File: src/rtl/gwo_pkg.sv
`timescale 1ns / 1ps
`default_nettype none
// ----------------------------------------------------------------------------
// gwo_pkg: shared types and constants for the gyro/wheel odometry unit
// Field widths, microcode control word layout, and the fixed-point sine table.
// ----------------------------------------------------------------------------
package gwo_pkg;

  // Item field widths
  localparam int ENC_W   = 32;
  localparam int GYRO_W  = 16;
  localparam int SPEED_W = 12;
  localparam int POS_W   = 64;
  localparam int HEAD_W  = 9;
  localparam int LIN_W   = 37;
  localparam int ANG_W   = 43;

  // Configuration port
  localparam int WHEEL_W    = 16;
  localparam int TURN_W     = 20;
  localparam int CFG_IDX_W  = 2;
  localparam int CFG_DATA_W = 20;

  localparam logic [WHEEL_W-1:0]       WHEEL_RST  = WHEEL_W'(8785);
  localparam logic [TURN_W-1:0]        TURN_RST   = TURN_W'(73206);
  localparam logic signed [GYRO_W-1:0] OFFSET_RST = '0;

  typedef enum logic [CFG_IDX_W-1:0] {
    CFG_WHEEL_SCALE = 2'd0,
    CFG_TURN_SCALE  = 2'd1,
    CFG_GYRO_OFFSET = 2'd2
  } cfg_idx_t;

  // Trig format
  localparam int TRIG_FRAC  = 15;
  localparam int TAB_W      = TRIG_FRAC + 1;   // unsigned table entry, holds 1.0
  localparam int TRIG_W     = TRIG_FRAC + 2;   // signed sine / cosine
  localparam int TRIG_RND   = 30 - TRIG_FRAC;  // series is in 2^-30 units
  localparam int TRIG_SHIFT = TRIG_FRAC + 1;   // position step divides by 2^(frac+1)
  localparam int TAB_IDX_W  = 7;               // 0..90 degrees
  localparam int TAB_DEPTH  = 91;

  // Angle constants
  localparam int DEG_QTR  = 90;
  localparam int DEG_HALF = 180;
  localparam int DEG_FULL = 360;
  localparam int ABS_W    = 8;                 // |heading| <= 180

  // Heading reduction: u = offset - gyro + bias, always positive, then u mod 360
  localparam int HU_W     = 18;
  localparam int H_BIAS   = 364 * DEG_FULL;
  localparam int RECIP_SH = 22;
  localparam int RECIP    = ((1 << RECIP_SH) + DEG_FULL - 1) / DEG_FULL;
  localparam int QUOT_W   = 10;

  // Position step: m = (dl + dr) * wheel_scale, split into high and low halves
  localparam int SUM_W    = ENC_W + 1;
  localparam int M_W      = SUM_W + WHEEL_W + 1;
  localparam int M_LO_W   = 25;
  localparam int HI_SHIFT = M_LO_W - TRIG_SHIFT;
  localparam int VSP_W    = SPEED_W + 1;

  // Shared multiplier
  localparam int MUL_A_W = SUM_W + 1;
  localparam int MUL_B_W = (TRIG_W > TURN_W + 1) ? TRIG_W : TURN_W + 1;
  localparam int MUL_P_W = MUL_A_W + MUL_B_W;

  // Microcode
  localparam int UPC_W = 4;

  typedef enum logic [2:0] {
    A_U, A_QUOT, A_SUM, A_M_LO, A_M_HI, A_VSUM, A_VDIFF
  } a_sel_t;

  typedef enum logic [2:0] {
    B_RECIP, B_DEG360, B_WHEEL, B_COS, B_SIN, B_TURN
  } b_sel_t;

  typedef enum logic [3:0] {
    W_NONE, W_HEADING, W_TRIG, W_LIN, W_X_LO, W_X_HI, W_Y_LO, W_Y_HI, W_RESULT
  } wr_op_t;

  typedef enum logic [1:0] {
    JC_NEXT, JC_IF_INPUT, JC_IF_OUT_FREE
  } jump_cond_t;

  typedef struct packed {
    a_sel_t a_sel;
    b_sel_t b_sel;
    logic   mul_en;
    wr_op_t wr_op;
    logic   take_in;
  } dp_ctrl_t;

  typedef struct packed {
    dp_ctrl_t         dp;
    jump_cond_t       jc;
    logic [UPC_W-1:0] target;
  } ucode_word_t;

  typedef struct packed {
    logic in_fire;
    logic out_free;
  } dp_stat_t;

  // Sine table, built at elaboration from a Taylor series in 2^-30 units
  localparam logic [63:0] PI_Q60  = 64'h3243F6A8885A308D;
  localparam logic [63:0] DEG_Q60 = PI_Q60 / 64'd180;
  localparam logic [63:0] HALF_Q30 = 64'h0000_0000_2000_0000;

  typedef logic [TAB_DEPTH-1:0][TAB_W-1:0] sin_tab_t;

  // term / ((2n)(2n+1))
  function automatic logic [63:0] series_div(logic [63:0] v, int n);
    logic [63:0] r;
    case (n)
      1:       r = v / 64'd6;
      2:       r = v / 64'd20;
      3:       r = v / 64'd42;
      4:       r = v / 64'd72;
      5:       r = v / 64'd110;
      6:       r = v / 64'd156;
      7:       r = v / 64'd210;
      8:       r = v / 64'd272;
      9:       r = v / 64'd342;
      10:      r = v / 64'd420;
      default: r = v;
    endcase
    return r;
  endfunction

  function automatic sin_tab_t build_sin_tab();
    sin_tab_t           tab;
    logic [63:0]        x;
    logic [63:0]        x2;
    logic [63:0]        term;
    logic signed [63:0] sum;
    tab = '0;
    for (int d = 0; d < TAB_DEPTH; d++) begin
      x    = 64'(d) * DEG_Q60;
      x    = (x + HALF_Q30) >> 30;
      x2   = (x * x + HALF_Q30) >> 30;
      term = x;
      sum  = $signed(x);
      for (int n = 1; n <= 10; n++) begin
        term = series_div((term * x2) >> 30, n);
        if ((n & 1) == 1) begin
          sum = sum - $signed(term);
        end else begin
          sum = sum + $signed(term);
        end
      end
      if (sum < 0) begin
        sum = '0;
      end
      tab[d] = TAB_W'(($unsigned(sum) + (64'd1 << (TRIG_RND - 1))) >> TRIG_RND);
    end
    return tab;
  endfunction

  localparam sin_tab_t SIN_TAB = build_sin_tab();

endpackage
`default_nettype wire

File: src/rtl/gwo_if.sv
`timescale 1ns / 1ps
`default_nettype none
// ----------------------------------------------------------------------------
// gwo_if: item channels of the odometry unit
// Sample input, odometry result and configuration write channels.
// ----------------------------------------------------------------------------

// Sample channel
interface gwo_in_if import gwo_pkg::*; ();
  logic                       valid;
  logic                       ready;
  logic signed [ENC_W-1:0]    right_position;
  logic signed [ENC_W-1:0]    left_position;
  logic signed [GYRO_W-1:0]   gyro_angle;
  logic signed [SPEED_W-1:0]  left_speed;
  logic signed [SPEED_W-1:0]  right_speed;

  modport source (
    output valid, right_position, left_position, gyro_angle, left_speed, right_speed,
    input  ready
  );
  modport sink (
    input  valid, right_position, left_position, gyro_angle, left_speed, right_speed,
    output ready
  );
endinterface

// Result channel
interface gwo_out_if import gwo_pkg::*; ();
  logic                      valid;
  logic                      ready;
  logic signed [POS_W-1:0]   pos_x;
  logic signed [POS_W-1:0]   pos_y;
  logic signed [HEAD_W-1:0]  heading;
  logic signed [LIN_W-1:0]   lin_velocity;
  logic signed [ANG_W-1:0]   ang_velocity;

  modport source (
    output valid, pos_x, pos_y, heading, lin_velocity, ang_velocity,
    input  ready
  );
  modport sink (
    input  valid, pos_x, pos_y, heading, lin_velocity, ang_velocity,
    output ready
  );
endinterface

// Configuration write channel
interface gwo_cfg_if import gwo_pkg::*; ();
  logic                  valid;
  logic                  ready;
  logic [CFG_IDX_W-1:0]  index;
  logic [CFG_DATA_W-1:0] data;

  modport source (output valid, index, data, input ready);
  modport sink (input valid, index, data, output ready);
endinterface
`default_nettype wire

File: src/rtl/gwo_sequencer.sv
`timescale 1ns / 1ps
`default_nettype none
// ----------------------------------------------------------------------------
// gwo_sequencer: microprogram counter and control store
// Steps through one control word per cycle; waits on input and result space.
// ----------------------------------------------------------------------------
module gwo_sequencer import gwo_pkg::*; (
  input  wire logic     clk,
  input  wire logic     rst_n,
  input  wire dp_stat_t stat,
  output dp_ctrl_t      ctrl
);

  // Step addresses
  localparam logic [UPC_W-1:0] UA_WAIT   = 4'd0;
  localparam logic [UPC_W-1:0] UA_QUOT   = 4'd1;
  localparam logic [UPC_W-1:0] UA_REM    = 4'd2;
  localparam logic [UPC_W-1:0] UA_FOLD   = 4'd3;
  localparam logic [UPC_W-1:0] UA_TRIG   = 4'd4;
  localparam logic [UPC_W-1:0] UA_LIN    = 4'd5;
  localparam logic [UPC_W-1:0] UA_XLO    = 4'd6;
  localparam logic [UPC_W-1:0] UA_XHI    = 4'd7;
  localparam logic [UPC_W-1:0] UA_YLO    = 4'd8;
  localparam logic [UPC_W-1:0] UA_YHI    = 4'd9;
  localparam logic [UPC_W-1:0] UA_RESULT = 4'd10;

  logic [UPC_W-1:0] upc_r;
  logic [UPC_W-1:0] upc_nxt;
  ucode_word_t      cw;

  function automatic ucode_word_t uw(a_sel_t a, b_sel_t b, logic me, wr_op_t w,
                                     logic ti, jump_cond_t j, logic [UPC_W-1:0] t);
    ucode_word_t r;
    r.dp.a_sel   = a;
    r.dp.b_sel   = b;
    r.dp.mul_en  = me;
    r.dp.wr_op   = w;
    r.dp.take_in = ti;
    r.jc         = j;
    r.target     = t;
    return r;
  endfunction

  // Control store: multiplier operands issued this step; each step consumes the product registered by its predecessor
  always_comb begin
    case (upc_r)
      UA_WAIT:   cw = uw(A_U,     B_RECIP,  1'b0, W_NONE,    1'b1, JC_IF_INPUT, UA_QUOT);
      UA_QUOT:   cw = uw(A_U,     B_RECIP,  1'b1, W_NONE,    1'b0, JC_NEXT,     UA_WAIT);
      UA_REM:    cw = uw(A_QUOT,  B_DEG360, 1'b1, W_NONE,    1'b0, JC_NEXT,     UA_WAIT);
      UA_FOLD:   cw = uw(A_SUM,   B_WHEEL,  1'b1, W_HEADING, 1'b0, JC_NEXT,     UA_WAIT);
      UA_TRIG:   cw = uw(A_VSUM,  B_WHEEL,  1'b1, W_TRIG,    1'b0, JC_NEXT,     UA_WAIT);
      UA_LIN:    cw = uw(A_M_LO,  B_COS,    1'b1, W_LIN,     1'b0, JC_NEXT,     UA_WAIT);
      UA_XLO:    cw = uw(A_M_HI,  B_COS,    1'b1, W_X_LO,    1'b0, JC_NEXT,     UA_WAIT);
      UA_XHI:    cw = uw(A_M_LO,  B_SIN,    1'b1, W_X_HI,    1'b0, JC_NEXT,     UA_WAIT);
      UA_YLO:    cw = uw(A_M_HI,  B_SIN,    1'b1, W_Y_LO,    1'b0, JC_NEXT,     UA_WAIT);
      UA_YHI:    cw = uw(A_VDIFF, B_TURN,   1'b1, W_Y_HI,    1'b0, JC_NEXT,     UA_WAIT);
      UA_RESULT: cw = uw(A_U,     B_RECIP,  1'b0, W_RESULT,  1'b0, JC_IF_OUT_FREE, UA_WAIT);
      default:   cw = uw(A_U,     B_RECIP,  1'b0, W_NONE,    1'b0, JC_IF_OUT_FREE, UA_WAIT);
    endcase
  end

  assign ctrl = cw.dp;

  // Next address: fall through, or jump once the awaited handshake is possible
  always_comb begin
    case (cw.jc)
      JC_NEXT:        upc_nxt = upc_r + UPC_W'(1);
      JC_IF_INPUT:    upc_nxt = stat.in_fire  ? cw.target : upc_r;
      JC_IF_OUT_FREE: upc_nxt = stat.out_free ? cw.target : upc_r;
      default:        upc_nxt = UA_WAIT;
    endcase
  end

  always_ff @(posedge clk) begin
    if (!rst_n) begin
      upc_r <= UA_WAIT;
    end else begin
      upc_r <= upc_nxt;
    end
  end

endmodule
`default_nettype wire

File: src/rtl/gwo_datapath.sv
`timescale 1ns / 1ps
`default_nettype none
// ----------------------------------------------------------------------------
// gwo_datapath: registers, shared multiplier and accumulators
// Captures a sample, runs the steps the sequencer selects, holds the result.
// ----------------------------------------------------------------------------
module gwo_datapath import gwo_pkg::*; (
  input  wire logic     clk,
  input  wire logic     rst_n,
  input  wire dp_ctrl_t ctrl,
  output dp_stat_t      stat,
  gwo_cfg_if.sink       cfg_ch,
  gwo_in_if.sink        in_ch,
  gwo_out_if.source     out_ch
);

  // Configuration
  logic [WHEEL_W-1:0]        wheel_scale_r;
  logic [TURN_W-1:0]         turn_scale_r;
  logic signed [GYRO_W-1:0]  gyro_offset_r;

  // State across items
  logic [ENC_W-1:0]          prev_right_r;
  logic [ENC_W-1:0]          prev_left_r;
  logic signed [POS_W-1:0]   acc_x_r;
  logic signed [POS_W-1:0]   acc_y_r;

  // Per-item working registers
  logic signed [SUM_W-1:0]   sum_r;
  logic [HU_W-1:0]           hu_r;
  logic signed [VSP_W-1:0]   vsum_r;
  logic signed [VSP_W-1:0]   vdiff_r;
  logic signed [MUL_P_W-1:0] prod_r;
  logic signed [HEAD_W-1:0]  heading_r;
  logic signed [M_W-1:0]     m_r;
  logic signed [TRIG_W-1:0]  sin_r;
  logic signed [TRIG_W-1:0]  cos_r;
  logic signed [LIN_W-1:0]   lin_r;

  // Result register
  logic                      out_valid_r;
  logic signed [POS_W-1:0]   out_x_r;
  logic signed [POS_W-1:0]   out_y_r;
  logic signed [HEAD_W-1:0]  out_head_r;
  logic signed [LIN_W-1:0]   out_lin_r;
  logic signed [ANG_W-1:0]   out_ang_r;

  logic                      in_fire;
  logic                      out_free;
  logic                      result_wr;

  // Handshakes
  assign in_ch.ready   = ctrl.take_in;
  assign in_fire       = in_ch.valid && ctrl.take_in;
  assign out_free      = !out_valid_r || out_ch.ready;
  assign result_wr     = (ctrl.wr_op == W_RESULT) && out_free;
  assign stat.in_fire  = in_fire;
  assign stat.out_free = out_free;
  assign cfg_ch.ready  = 1'b1;

  // Register writes
  always_ff @(posedge clk) begin
    if (!rst_n) begin
      wheel_scale_r <= WHEEL_RST;
      turn_scale_r  <= TURN_RST;
      gyro_offset_r <= OFFSET_RST;
    end else if (cfg_ch.valid) begin
      case (cfg_idx_t'(cfg_ch.index))
        CFG_WHEEL_SCALE: wheel_scale_r <= cfg_ch.data[WHEEL_W-1:0];
        CFG_TURN_SCALE:  turn_scale_r  <= cfg_ch.data[TURN_W-1:0];
        CFG_GYRO_OFFSET: gyro_offset_r <= $signed(cfg_ch.data[GYRO_W-1:0]);
        default: ;
      endcase
    end
  end

  // Sample capture: encoder deltas wrap at 32 bits, heading biased positive
  logic signed [ENC_W-1:0]  dr;
  logic signed [ENC_W-1:0]  dl;
  logic signed [HU_W:0]     hv;
  logic signed [SUM_W-1:0]  sum_nxt;
  logic signed [VSP_W-1:0]  vsum_nxt;
  logic signed [VSP_W-1:0]  vdiff_nxt;

  assign dr        = in_ch.right_position - $signed(prev_right_r);
  assign dl        = in_ch.left_position - $signed(prev_left_r);
  assign sum_nxt   = SUM_W'(dr) + SUM_W'(dl);
  assign hv        = (HU_W+1)'(gyro_offset_r) - (HU_W+1)'(in_ch.gyro_angle)
                   + (HU_W+1)'(H_BIAS);
  assign vsum_nxt  = VSP_W'(in_ch.left_speed) + VSP_W'(in_ch.right_speed);
  assign vdiff_nxt = VSP_W'(in_ch.left_speed) - VSP_W'(in_ch.right_speed);

  always_ff @(posedge clk) begin
    if (!rst_n) begin
      prev_right_r <= '0;
      prev_left_r  <= '0;
    end else if (in_fire) begin
      prev_right_r <= in_ch.right_position;
      prev_left_r  <= in_ch.left_position;
    end
  end

  always_ff @(posedge clk) begin
    if (in_fire) begin
      sum_r   <= sum_nxt;
      hu_r    <= hv[HU_W-1:0];
      vsum_r  <= vsum_nxt;
      vdiff_r <= vdiff_nxt;
    end
  end

  // Shared multiplier operands
  logic signed [MUL_A_W-1:0] a_op;
  logic signed [MUL_B_W-1:0] b_op;
  logic signed [MUL_P_W-1:0] mul_full;

  always_comb begin
    case (ctrl.a_sel)
      A_U:     a_op = MUL_A_W'(hu_r);
      A_QUOT:  a_op = MUL_A_W'(prod_r[RECIP_SH+QUOT_W-1:RECIP_SH]);
      A_SUM:   a_op = MUL_A_W'(sum_r);
      A_M_LO:  a_op = MUL_A_W'(m_r[M_LO_W-1:0]);
      A_M_HI:  a_op = MUL_A_W'($signed(m_r[M_W-1:M_LO_W]));
      A_VSUM:  a_op = MUL_A_W'(vsum_r);
      A_VDIFF: a_op = MUL_A_W'(vdiff_r);
      default: a_op = '0;
    endcase
  end

  always_comb begin
    case (ctrl.b_sel)
      B_RECIP:  b_op = MUL_B_W'(RECIP);
      B_DEG360: b_op = MUL_B_W'(DEG_FULL);
      B_WHEEL:  b_op = MUL_B_W'(wheel_scale_r);
      B_COS:    b_op = MUL_B_W'(cos_r);
      B_SIN:    b_op = MUL_B_W'(sin_r);
      B_TURN:   b_op = MUL_B_W'(turn_scale_r);
      default:  b_op = '0;
    endcase
  end

  assign mul_full = a_op * b_op;

  always_ff @(posedge clk) begin
    if (ctrl.mul_en) begin
      prod_r <= mul_full;
    end
  end

  // Heading: remainder from the estimated quotient, one correction, fold to -179..180
  logic signed [HU_W:0]     rem;
  logic signed [HU_W:0]     rem_pos;
  logic signed [HEAD_W-1:0] heading_nxt;

  always_comb begin
    rem = $signed({1'b0, hu_r}) - $signed(prod_r[HU_W:0]);
    if (rem < 0) begin
      rem_pos = rem + (HU_W+1)'(DEG_FULL);
    end else begin
      rem_pos = rem;
    end
    if (rem_pos > DEG_HALF) begin
      heading_nxt = HEAD_W'(rem_pos - (HU_W+1)'(DEG_FULL));
    end else begin
      heading_nxt = HEAD_W'(rem_pos);
    end
  end

  // Sine and cosine of the heading from the quarter-wave table
  logic [HEAD_W-1:0]        habs;
  logic [ABS_W-1:0]         ang_a;
  logic [TAB_IDX_W-1:0]     sidx;
  logic [TAB_IDX_W-1:0]     cidx;
  logic                     cneg;
  logic signed [TRIG_W-1:0] sval;
  logic signed [TRIG_W-1:0] cval;
  logic signed [TRIG_W-1:0] sin_nxt;
  logic signed [TRIG_W-1:0] cos_nxt;

  always_comb begin
    habs  = heading_r[HEAD_W-1] ? HEAD_W'(-heading_r) : heading_r;
    ang_a = habs[ABS_W-1:0];
    if (ang_a <= ABS_W'(DEG_QTR)) begin
      sidx = TAB_IDX_W'(ang_a);
      cidx = TAB_IDX_W'(ABS_W'(DEG_QTR) - ang_a);
      cneg = 1'b0;
    end else begin
      sidx = TAB_IDX_W'(ABS_W'(DEG_HALF) - ang_a);
      cidx = TAB_IDX_W'(ang_a - ABS_W'(DEG_QTR));
      cneg = 1'b1;
    end
    sval    = TRIG_W'(SIN_TAB[sidx]);
    cval    = TRIG_W'(SIN_TAB[cidx]);
    sin_nxt = heading_r[HEAD_W-1] ? -sval : sval;
    cos_nxt = cneg ? -cval : cval;
  end

  // Working registers written from the product
  always_ff @(posedge clk) begin
    case (ctrl.wr_op)
      W_HEADING: heading_r <= heading_nxt;
      W_TRIG: begin
        m_r   <= prod_r[M_W-1:0];
        sin_r <= sin_nxt;
        cos_r <= cos_nxt;
      end
      W_LIN:   lin_r <= LIN_W'(prod_r >>> 1);
      default: ;
    endcase
  end

  // Position accumulators: low half floors by 2^shift, high half is pre-shifted
  always_ff @(posedge clk) begin
    if (!rst_n) begin
      acc_x_r <= '0;
      acc_y_r <= '0;
    end else begin
      case (ctrl.wr_op)
        W_X_LO:  acc_x_r <= acc_x_r + POS_W'(prod_r >>> TRIG_SHIFT);
        W_X_HI:  acc_x_r <= acc_x_r + (POS_W'(prod_r) <<< HI_SHIFT);
        W_Y_LO:  acc_y_r <= acc_y_r + POS_W'(prod_r >>> TRIG_SHIFT);
        W_Y_HI:  acc_y_r <= acc_y_r + (POS_W'(prod_r) <<< HI_SHIFT);
        default: ;
      endcase
    end
  end

  // Result register
  always_ff @(posedge clk) begin
    if (!rst_n) begin
      out_valid_r <= 1'b0;
    end else if (result_wr) begin
      out_valid_r <= 1'b1;
    end else if (out_ch.ready) begin
      out_valid_r <= 1'b0;
    end
  end

  always_ff @(posedge clk) begin
    if (result_wr) begin
      out_x_r    <= acc_x_r;
      out_y_r    <= acc_y_r;
      out_head_r <= heading_r;
      out_lin_r  <= lin_r;
      out_ang_r  <= ANG_W'(prod_r);
    end
  end

  assign out_ch.valid        = out_valid_r;
  assign out_ch.pos_x        = out_x_r;
  assign out_ch.pos_y        = out_y_r;
  assign out_ch.heading      = out_head_r;
  assign out_ch.lin_velocity = out_lin_r;
  assign out_ch.ang_velocity = out_ang_r;

endmodule
`default_nettype wire

File: src/rtl/gyro_wheel_odometry_unit.sv
// A result is written once its sample has run the microprogram on the single
//   shared 34x21 multiplier: quotient, remainder, fold, trig, lin, x low, x
//   high, y low, y high and result steps; no new sample is taken before then.
// A result not yet taken holds the last step until the result register frees.
// Reset (synchronous, rst_n low): registers return to their defaults, encoder
//   history and x/y accumulators clear, sequencer waits for a sample.
`timescale 1ns / 1ps
`default_nettype none
// ----------------------------------------------------------------------------
// gyro_wheel_odometry_unit: planar odometry from wheel encoders and a gyro
// Microcoded sequencer driving a shared-multiplier datapath.
// ----------------------------------------------------------------------------
module gyro_wheel_odometry_unit import gwo_pkg::*; (
  input  wire logic  clk,
  input  wire logic  rst_n,
  gwo_cfg_if.sink    cfg_ch,
  gwo_in_if.sink     in_ch,
  gwo_out_if.source  out_ch
);

  dp_ctrl_t ctrl;
  dp_stat_t stat;

  // Control store and program counter
  gwo_sequencer u_seq (
    .clk   (clk),
    .rst_n (rst_n),
    .stat  (stat),
    .ctrl  (ctrl)
  );

  // Arithmetic, state and result register
  gwo_datapath u_dp (
    .clk    (clk),
    .rst_n  (rst_n),
    .ctrl   (ctrl),
    .stat   (stat),
    .cfg_ch (cfg_ch),
    .in_ch  (in_ch),
    .out_ch (out_ch)
  );

endmodule
`default_nettype wire

File: src/flat_wrapper.sv
// flat-port wrapper written by rule: the top's interface ports become plain ports
module gyro_wheel_odometry_unit_flat import gwo_pkg::*;
  (clk, rst_n, cfg_ch_valid, cfg_ch_index, cfg_ch_data, cfg_ch_ready, in_ch_valid, in_ch_right_position, in_ch_left_position, in_ch_gyro_angle, in_ch_left_speed, in_ch_right_speed, in_ch_ready, out_ch_valid, out_ch_pos_x, out_ch_pos_y, out_ch_heading, out_ch_lin_velocity, out_ch_ang_velocity, out_ch_ready);
  gwo_cfg_if cfg_ch_i ();
  gwo_in_if in_ch_i ();
  gwo_out_if out_ch_i ();
  input  wire logic clk;
  input  wire logic rst_n;
  input wire logic [$bits(cfg_ch_i.valid)-1:0] cfg_ch_valid;
  input wire logic [$bits(cfg_ch_i.index)-1:0] cfg_ch_index;
  input wire logic [$bits(cfg_ch_i.data)-1:0] cfg_ch_data;
  output wire logic [$bits(cfg_ch_i.ready)-1:0] cfg_ch_ready;
  input wire logic [$bits(in_ch_i.valid)-1:0] in_ch_valid;
  input wire logic [$bits(in_ch_i.right_position)-1:0] in_ch_right_position;
  input wire logic [$bits(in_ch_i.left_position)-1:0] in_ch_left_position;
  input wire logic [$bits(in_ch_i.gyro_angle)-1:0] in_ch_gyro_angle;
  input wire logic [$bits(in_ch_i.left_speed)-1:0] in_ch_left_speed;
  input wire logic [$bits(in_ch_i.right_speed)-1:0] in_ch_right_speed;
  output wire logic [$bits(in_ch_i.ready)-1:0] in_ch_ready;
  output wire logic [$bits(out_ch_i.valid)-1:0] out_ch_valid;
  output wire logic [$bits(out_ch_i.pos_x)-1:0] out_ch_pos_x;
  output wire logic [$bits(out_ch_i.pos_y)-1:0] out_ch_pos_y;
  output wire logic [$bits(out_ch_i.heading)-1:0] out_ch_heading;
  output wire logic [$bits(out_ch_i.lin_velocity)-1:0] out_ch_lin_velocity;
  output wire logic [$bits(out_ch_i.ang_velocity)-1:0] out_ch_ang_velocity;
  input wire logic [$bits(out_ch_i.ready)-1:0] out_ch_ready;
  assign cfg_ch_i.valid = cfg_ch_valid;
  assign cfg_ch_i.index = cfg_ch_index;
  assign cfg_ch_i.data = cfg_ch_data;
  assign cfg_ch_ready = cfg_ch_i.ready;
  assign in_ch_i.valid = in_ch_valid;
  assign in_ch_i.right_position = in_ch_right_position;
  assign in_ch_i.left_position = in_ch_left_position;
  assign in_ch_i.gyro_angle = in_ch_gyro_angle;
  assign in_ch_i.left_speed = in_ch_left_speed;
  assign in_ch_i.right_speed = in_ch_right_speed;
  assign in_ch_ready = in_ch_i.ready;
  assign out_ch_valid = out_ch_i.valid;
  assign out_ch_pos_x = out_ch_i.pos_x;
  assign out_ch_pos_y = out_ch_i.pos_y;
  assign out_ch_heading = out_ch_i.heading;
  assign out_ch_lin_velocity = out_ch_i.lin_velocity;
  assign out_ch_ang_velocity = out_ch_i.ang_velocity;
  assign out_ch_i.ready = out_ch_ready;
  gyro_wheel_odometry_unit u_core (.clk(clk), .rst_n(rst_n), .cfg_ch(cfg_ch_i), .in_ch(in_ch_i), .out_ch(out_ch_i));
endmodule
File: config.mk
export PLATFORM = sky130hd
export DESIGN_NAME = gyro_wheel_odometry_unit_flat
export DESIGN_NICKNAME = d
export VERILOG_FILES = /design/src/rtl/gwo_pkg.sv /design/src/rtl/gwo_if.sv /design/src/rtl/gwo_sequencer.sv /design/src/rtl/gwo_datapath.sv /design/src/rtl/gyro_wheel_odometry_unit.sv /design/src/flat_wrapper.sv
export SDC_FILE = /design/constraint.sdc
export NUM_CORES = 2
export LEC_CHECK = 0
export ABC_AREA = 0
export BUFFER_PORTS_ARGS = -buffer_cell sky130_fd_sc_hd__buf_2
export CORE_MARGIN = 1.5
export CORE_UTILIZATION = 50
export CTS_BUF_LIST = sky130_fd_sc_hd__clkbuf_8
export CTS_CLUSTER_SIZE = 30
export DETAILED_ROUTE_END_ITERATION = 12
export PLACE_DENSITY = 0.75
export SYNTH_ARGS = -nofsm -noshare
export SYNTH_HDL_FRONTEND = slang
export SYNTH_SLANG_ARGS = --single-unit
File: constraint.sdc
create_clock -name clk -period 16.7 [get_ports clk]
set_input_delay 1.67 -clock clk [delete_from_list [all_inputs] [get_ports clk]]
set_output_delay 1.67 -clock clk [all_outputs]
set_load 0.01 [all_outputs]
==> impl_metrics.py <==
metrics = {
    "outcome": {
        "run_status": "finished clean",
    },
    "worst_hold_path": {
        "min_path_type": "reg2reg",
    },
    "global_route": {
        "grt_pass1_vias": 63760,
        "antenna_found_initial": 42,
        "grtUsageTotal_pct": 32.58,
        "grt_overflow": 0,
        "grt_pass1_wl_um": 378400,
        "grt_max_degree": 96,
    },
    "timing": {
        "rsz0062_at_grt": "no",
        "finalHoldWorstSlack_ns": 0.4155,
        "skew_ns": 0.1046,
        "fin_crit_sh_pct": 68.46,
        "setup_viol": 0,
        "fin_setup_tns_ns": 0,
        "min_period_ns": 11.43,
        "tightestPinTransition_ns": 1.301,
        "hold_viol": 0,
        "fin_ws_ns": 5.267,
        "clock.fmax_ghz": 0.08747,
        "final-max-slew-violation-count": 0,
        "max-slew-margin-rel_pct": 13.24,
    },
    "floorplan": {
        "core-area_um2": 149600,
        "io_pins": 351,
        "die-width_um": 391.0,
        "start_util_pct": 50.31,
        "core.rowCount": 142,
        "die_y_um": 391.0,
        "dieArea_um2": 152900,
    },
    "synth": {
        "syn_inst": 8513,
        "synth_most_common_cell": "inv_1",
        "synth_commonest_cells": "1126 x inv_1, 1038 x nand2_1, 704 x fa_1",
        "synth.top_cell.area_share_pct": 19.07,
        "synth_top_flop_cell": "edfxtp_1",
        "yosysTopAreaCell": "edfxtp_1",
        "synth.avg_cell_area_um2": 8.841,
        "synth_fp_nets": 9919,
        "synth-edff-count": 478,
        "yosys_warnings": 0,
        "synth_area_um2": 75260,
        "synthArstFlopShare_pct": 0,
        "synth_seq_cells": 739,
        "ys_types": 106,
        "synth_area_leaders": "edfxtp_1 19%, fa_1 19%, ha_1 9.5%",
        "yosysSeqAreaShare_pct": 26.01,
    },
    "placement": {
        "gp_congestion": 1.000,
        "numPortBuffers": 349,
        "place_ws_ns": 5.572,
        "dp.cells": 10671,
        "dpl.hpwl_um": 190300,
    },
    "critical_path": {
        "worstSetupStartpointType": "flip-flop",
        "cpMaxStageDelayCell": "a21oi_1",
        "worstSetupPathType": "reg2reg",
        "crit_required_ns": 17.29,
        "path_common_cell": "fa_1",
        "cp_slowest_stage_delay_ns": 1.03,
        "cp_data_arrival_time_ns": 12.02,
        "crit_path_max_fanout": 35,
        "end_kind": "flip-flop",
    },
    "power": {
        "power_mw": 19.65,
        "irDropWorstVdd_uv": 609.6,
        "power_density_nw_per_um2": 238.8,
        "leakage_nw": 37.20,
    },
    "clocking": {
        "cts_resized": 0,
        "post_cts_buffers": 0,
        "cts_tree": "yes",
        "ctsHtreeMaxLevel": 4,
        "clk_path_buf_depth": 3,
        "ctsHoldBuffers": 0,
        "root_buffer": "clkbuf_8",
        "cts_sinks": 739,
        "clk_latency_ns": 0.89,
        "numCtsBuffers": 138,
        "cts.clk_slew.worst_paths_ns": 0.06,
    },
    "route": {
        "vias": 65512,
        "wire_per_inst_um": 23.05,
        "drt_wl_total_um": 252200,
        "drc": 0,
        "drtAntennaViolNets": 0,
        "drt-pass1-iter-count": 8,
        "drt_iter0_drc": 6820,
        "via_per_inst": 5.987,
    },
    "finish": {
        "fin_nets": 10201,
        "area_growth_pct": 9.309,
        "drive_gt1_share_pct": 9.406,
        "regArea_um2": 19590,
        "finalNonFillerCells": 10943,
        "multi_input_area_um2": 50310,
        "fill_cells": 13608,
    },
    "flow_run": {
        "max_cap_viol_count": 0,
    },
}
## through the flow
step	instance area, um2	util, %
floorplan	75260	-
global placement	79460	53.12
detailed placement	79460	53.12
CTS	82230	54.96
global route	82230	54.97
finish	82270	54.99
## worst paths after layout
| path | end | cells past startpoint | start | slack (ns) |
|---|---|---|---|---|
| worst max-delay path | u_core.u_dp.prod_r[48]$_DFFE_PP_ | 30 | u_core.u_seq.cw[13]$_SDFF_PP0_ | 5.27 |
| worst min-delay path | u_core.u_dp.out_ch.lin_velocity[32]$_DFFE_PP_ | 0 | u_core.u_dp.lin_r[32]$_DFFE_PN_ | 0.42 |
| worst max register to register | u_core.u_dp.prod_r[48]$_DFFE_PP_ | 30 | u_core.u_seq.cw[13]$_SDFF_PP0_ | 5.27 |
| worst min register to register | u_core.u_dp.out_ch.lin_velocity[32]$_DFFE_PP_ | 0 | u_core.u_dp.lin_r[32]$_DFFE_PN_ | 0.42 |
## report_power, final
part	leakage (nW)	switching [mW]	internal, mW	total [mW]
sequential	6.41	0.335	2.73	3.06
clock	1.59	0.884	0.920	1.80
combinational	29.2	8.97	5.81	14.8
## layout make-up
cell class                 instances  area share [%]
antenna                           18         0.05475
clock buffer                     144           2.409
clock inverter                   110          0.9490
inverter                        1139           5.209
multi-input combinational       6293           61.15
sequential                       739           23.81
tap                             2016           3.066
timing repair buffer             484           3.355
## placed cells by master (no fill, tap or decap), types with 121 or more instances in the layout
cell and n:
xor2_1 121, buf_2 349, edfxtp_1 478, dfxtp_1 258, clkbuf_8 144, nand2_1 1037, o21ai_0 373, xnor2_1 315
fa_1 704, inv_1 1170, ha_1 570, a21o_1 218, buf_4 135, nand3_1 158, nor2_1 660, a21oi_1 660
## per-layer routing
metal,global-route usage [%],up-vias,wire (um)
li1,-,29541,-
met1,42.28,31476,97690
met2,49.23,3679,108900
met3,9.154,770,30640
met4,17.55,46,14710
met5,0,-,299
## worst max-delay path: cells and delay by family (launching register included)
family                     cells  cell delay (ns)
xor gates and xnor gates       1             0.15
DFF                            1             0.67
buffers and inverters          7             1.51
adders and majority gates      8             3.29
AOI/OAI and AO/OA              9             3.89
and+or+nand+nor                5             1.66
## state kept, by name, summed over array words and instances (netlist names), 16 cells and up
register                         count
u_core.u_dp.acc_x_r                 64
u_core.u_dp.acc_y_r                 64
u_core.u_dp.cos_r                   17
u_core.u_dp.gyro_offset_r           16
u_core.u_dp.hu_r                    18
u_core.u_dp.lin_r                   37
u_core.u_dp.m_r                     50
u_core.u_dp.out_ch.ang_velocity     43
u_core.u_dp.out_ch.lin_velocity     37
u_core.u_dp.out_ch.pos_x            64
u_core.u_dp.out_ch.pos_y            64
u_core.u_dp.prev_left_r             32
u_core.u_dp.prev_right_r            32
u_core.u_dp.prod_r                  55
u_core.u_dp.sin_r                   17
u_core.u_dp.sum_r                   33
u_core.u_dp.turn_scale_r            20
u_core.u_dp.wheel_scale_r           16
## cells by family (layout without fill, tap and decap cells)
kind of cell,Yosys count,count (layout),share of synthesized area (%)
fa+ha+maj,1275,1275,28.22
compound gates,2046,2046,17.53
mux,76,76,1.110
flops,739,739,26.01
buf+inv,1481,1877,7.489
xor+xnor,440,440,5.140
other cells,1,19,0.004982
simple gates,2455,2455,14.49
No activity file was read; power rests on OpenSTA's default activity.
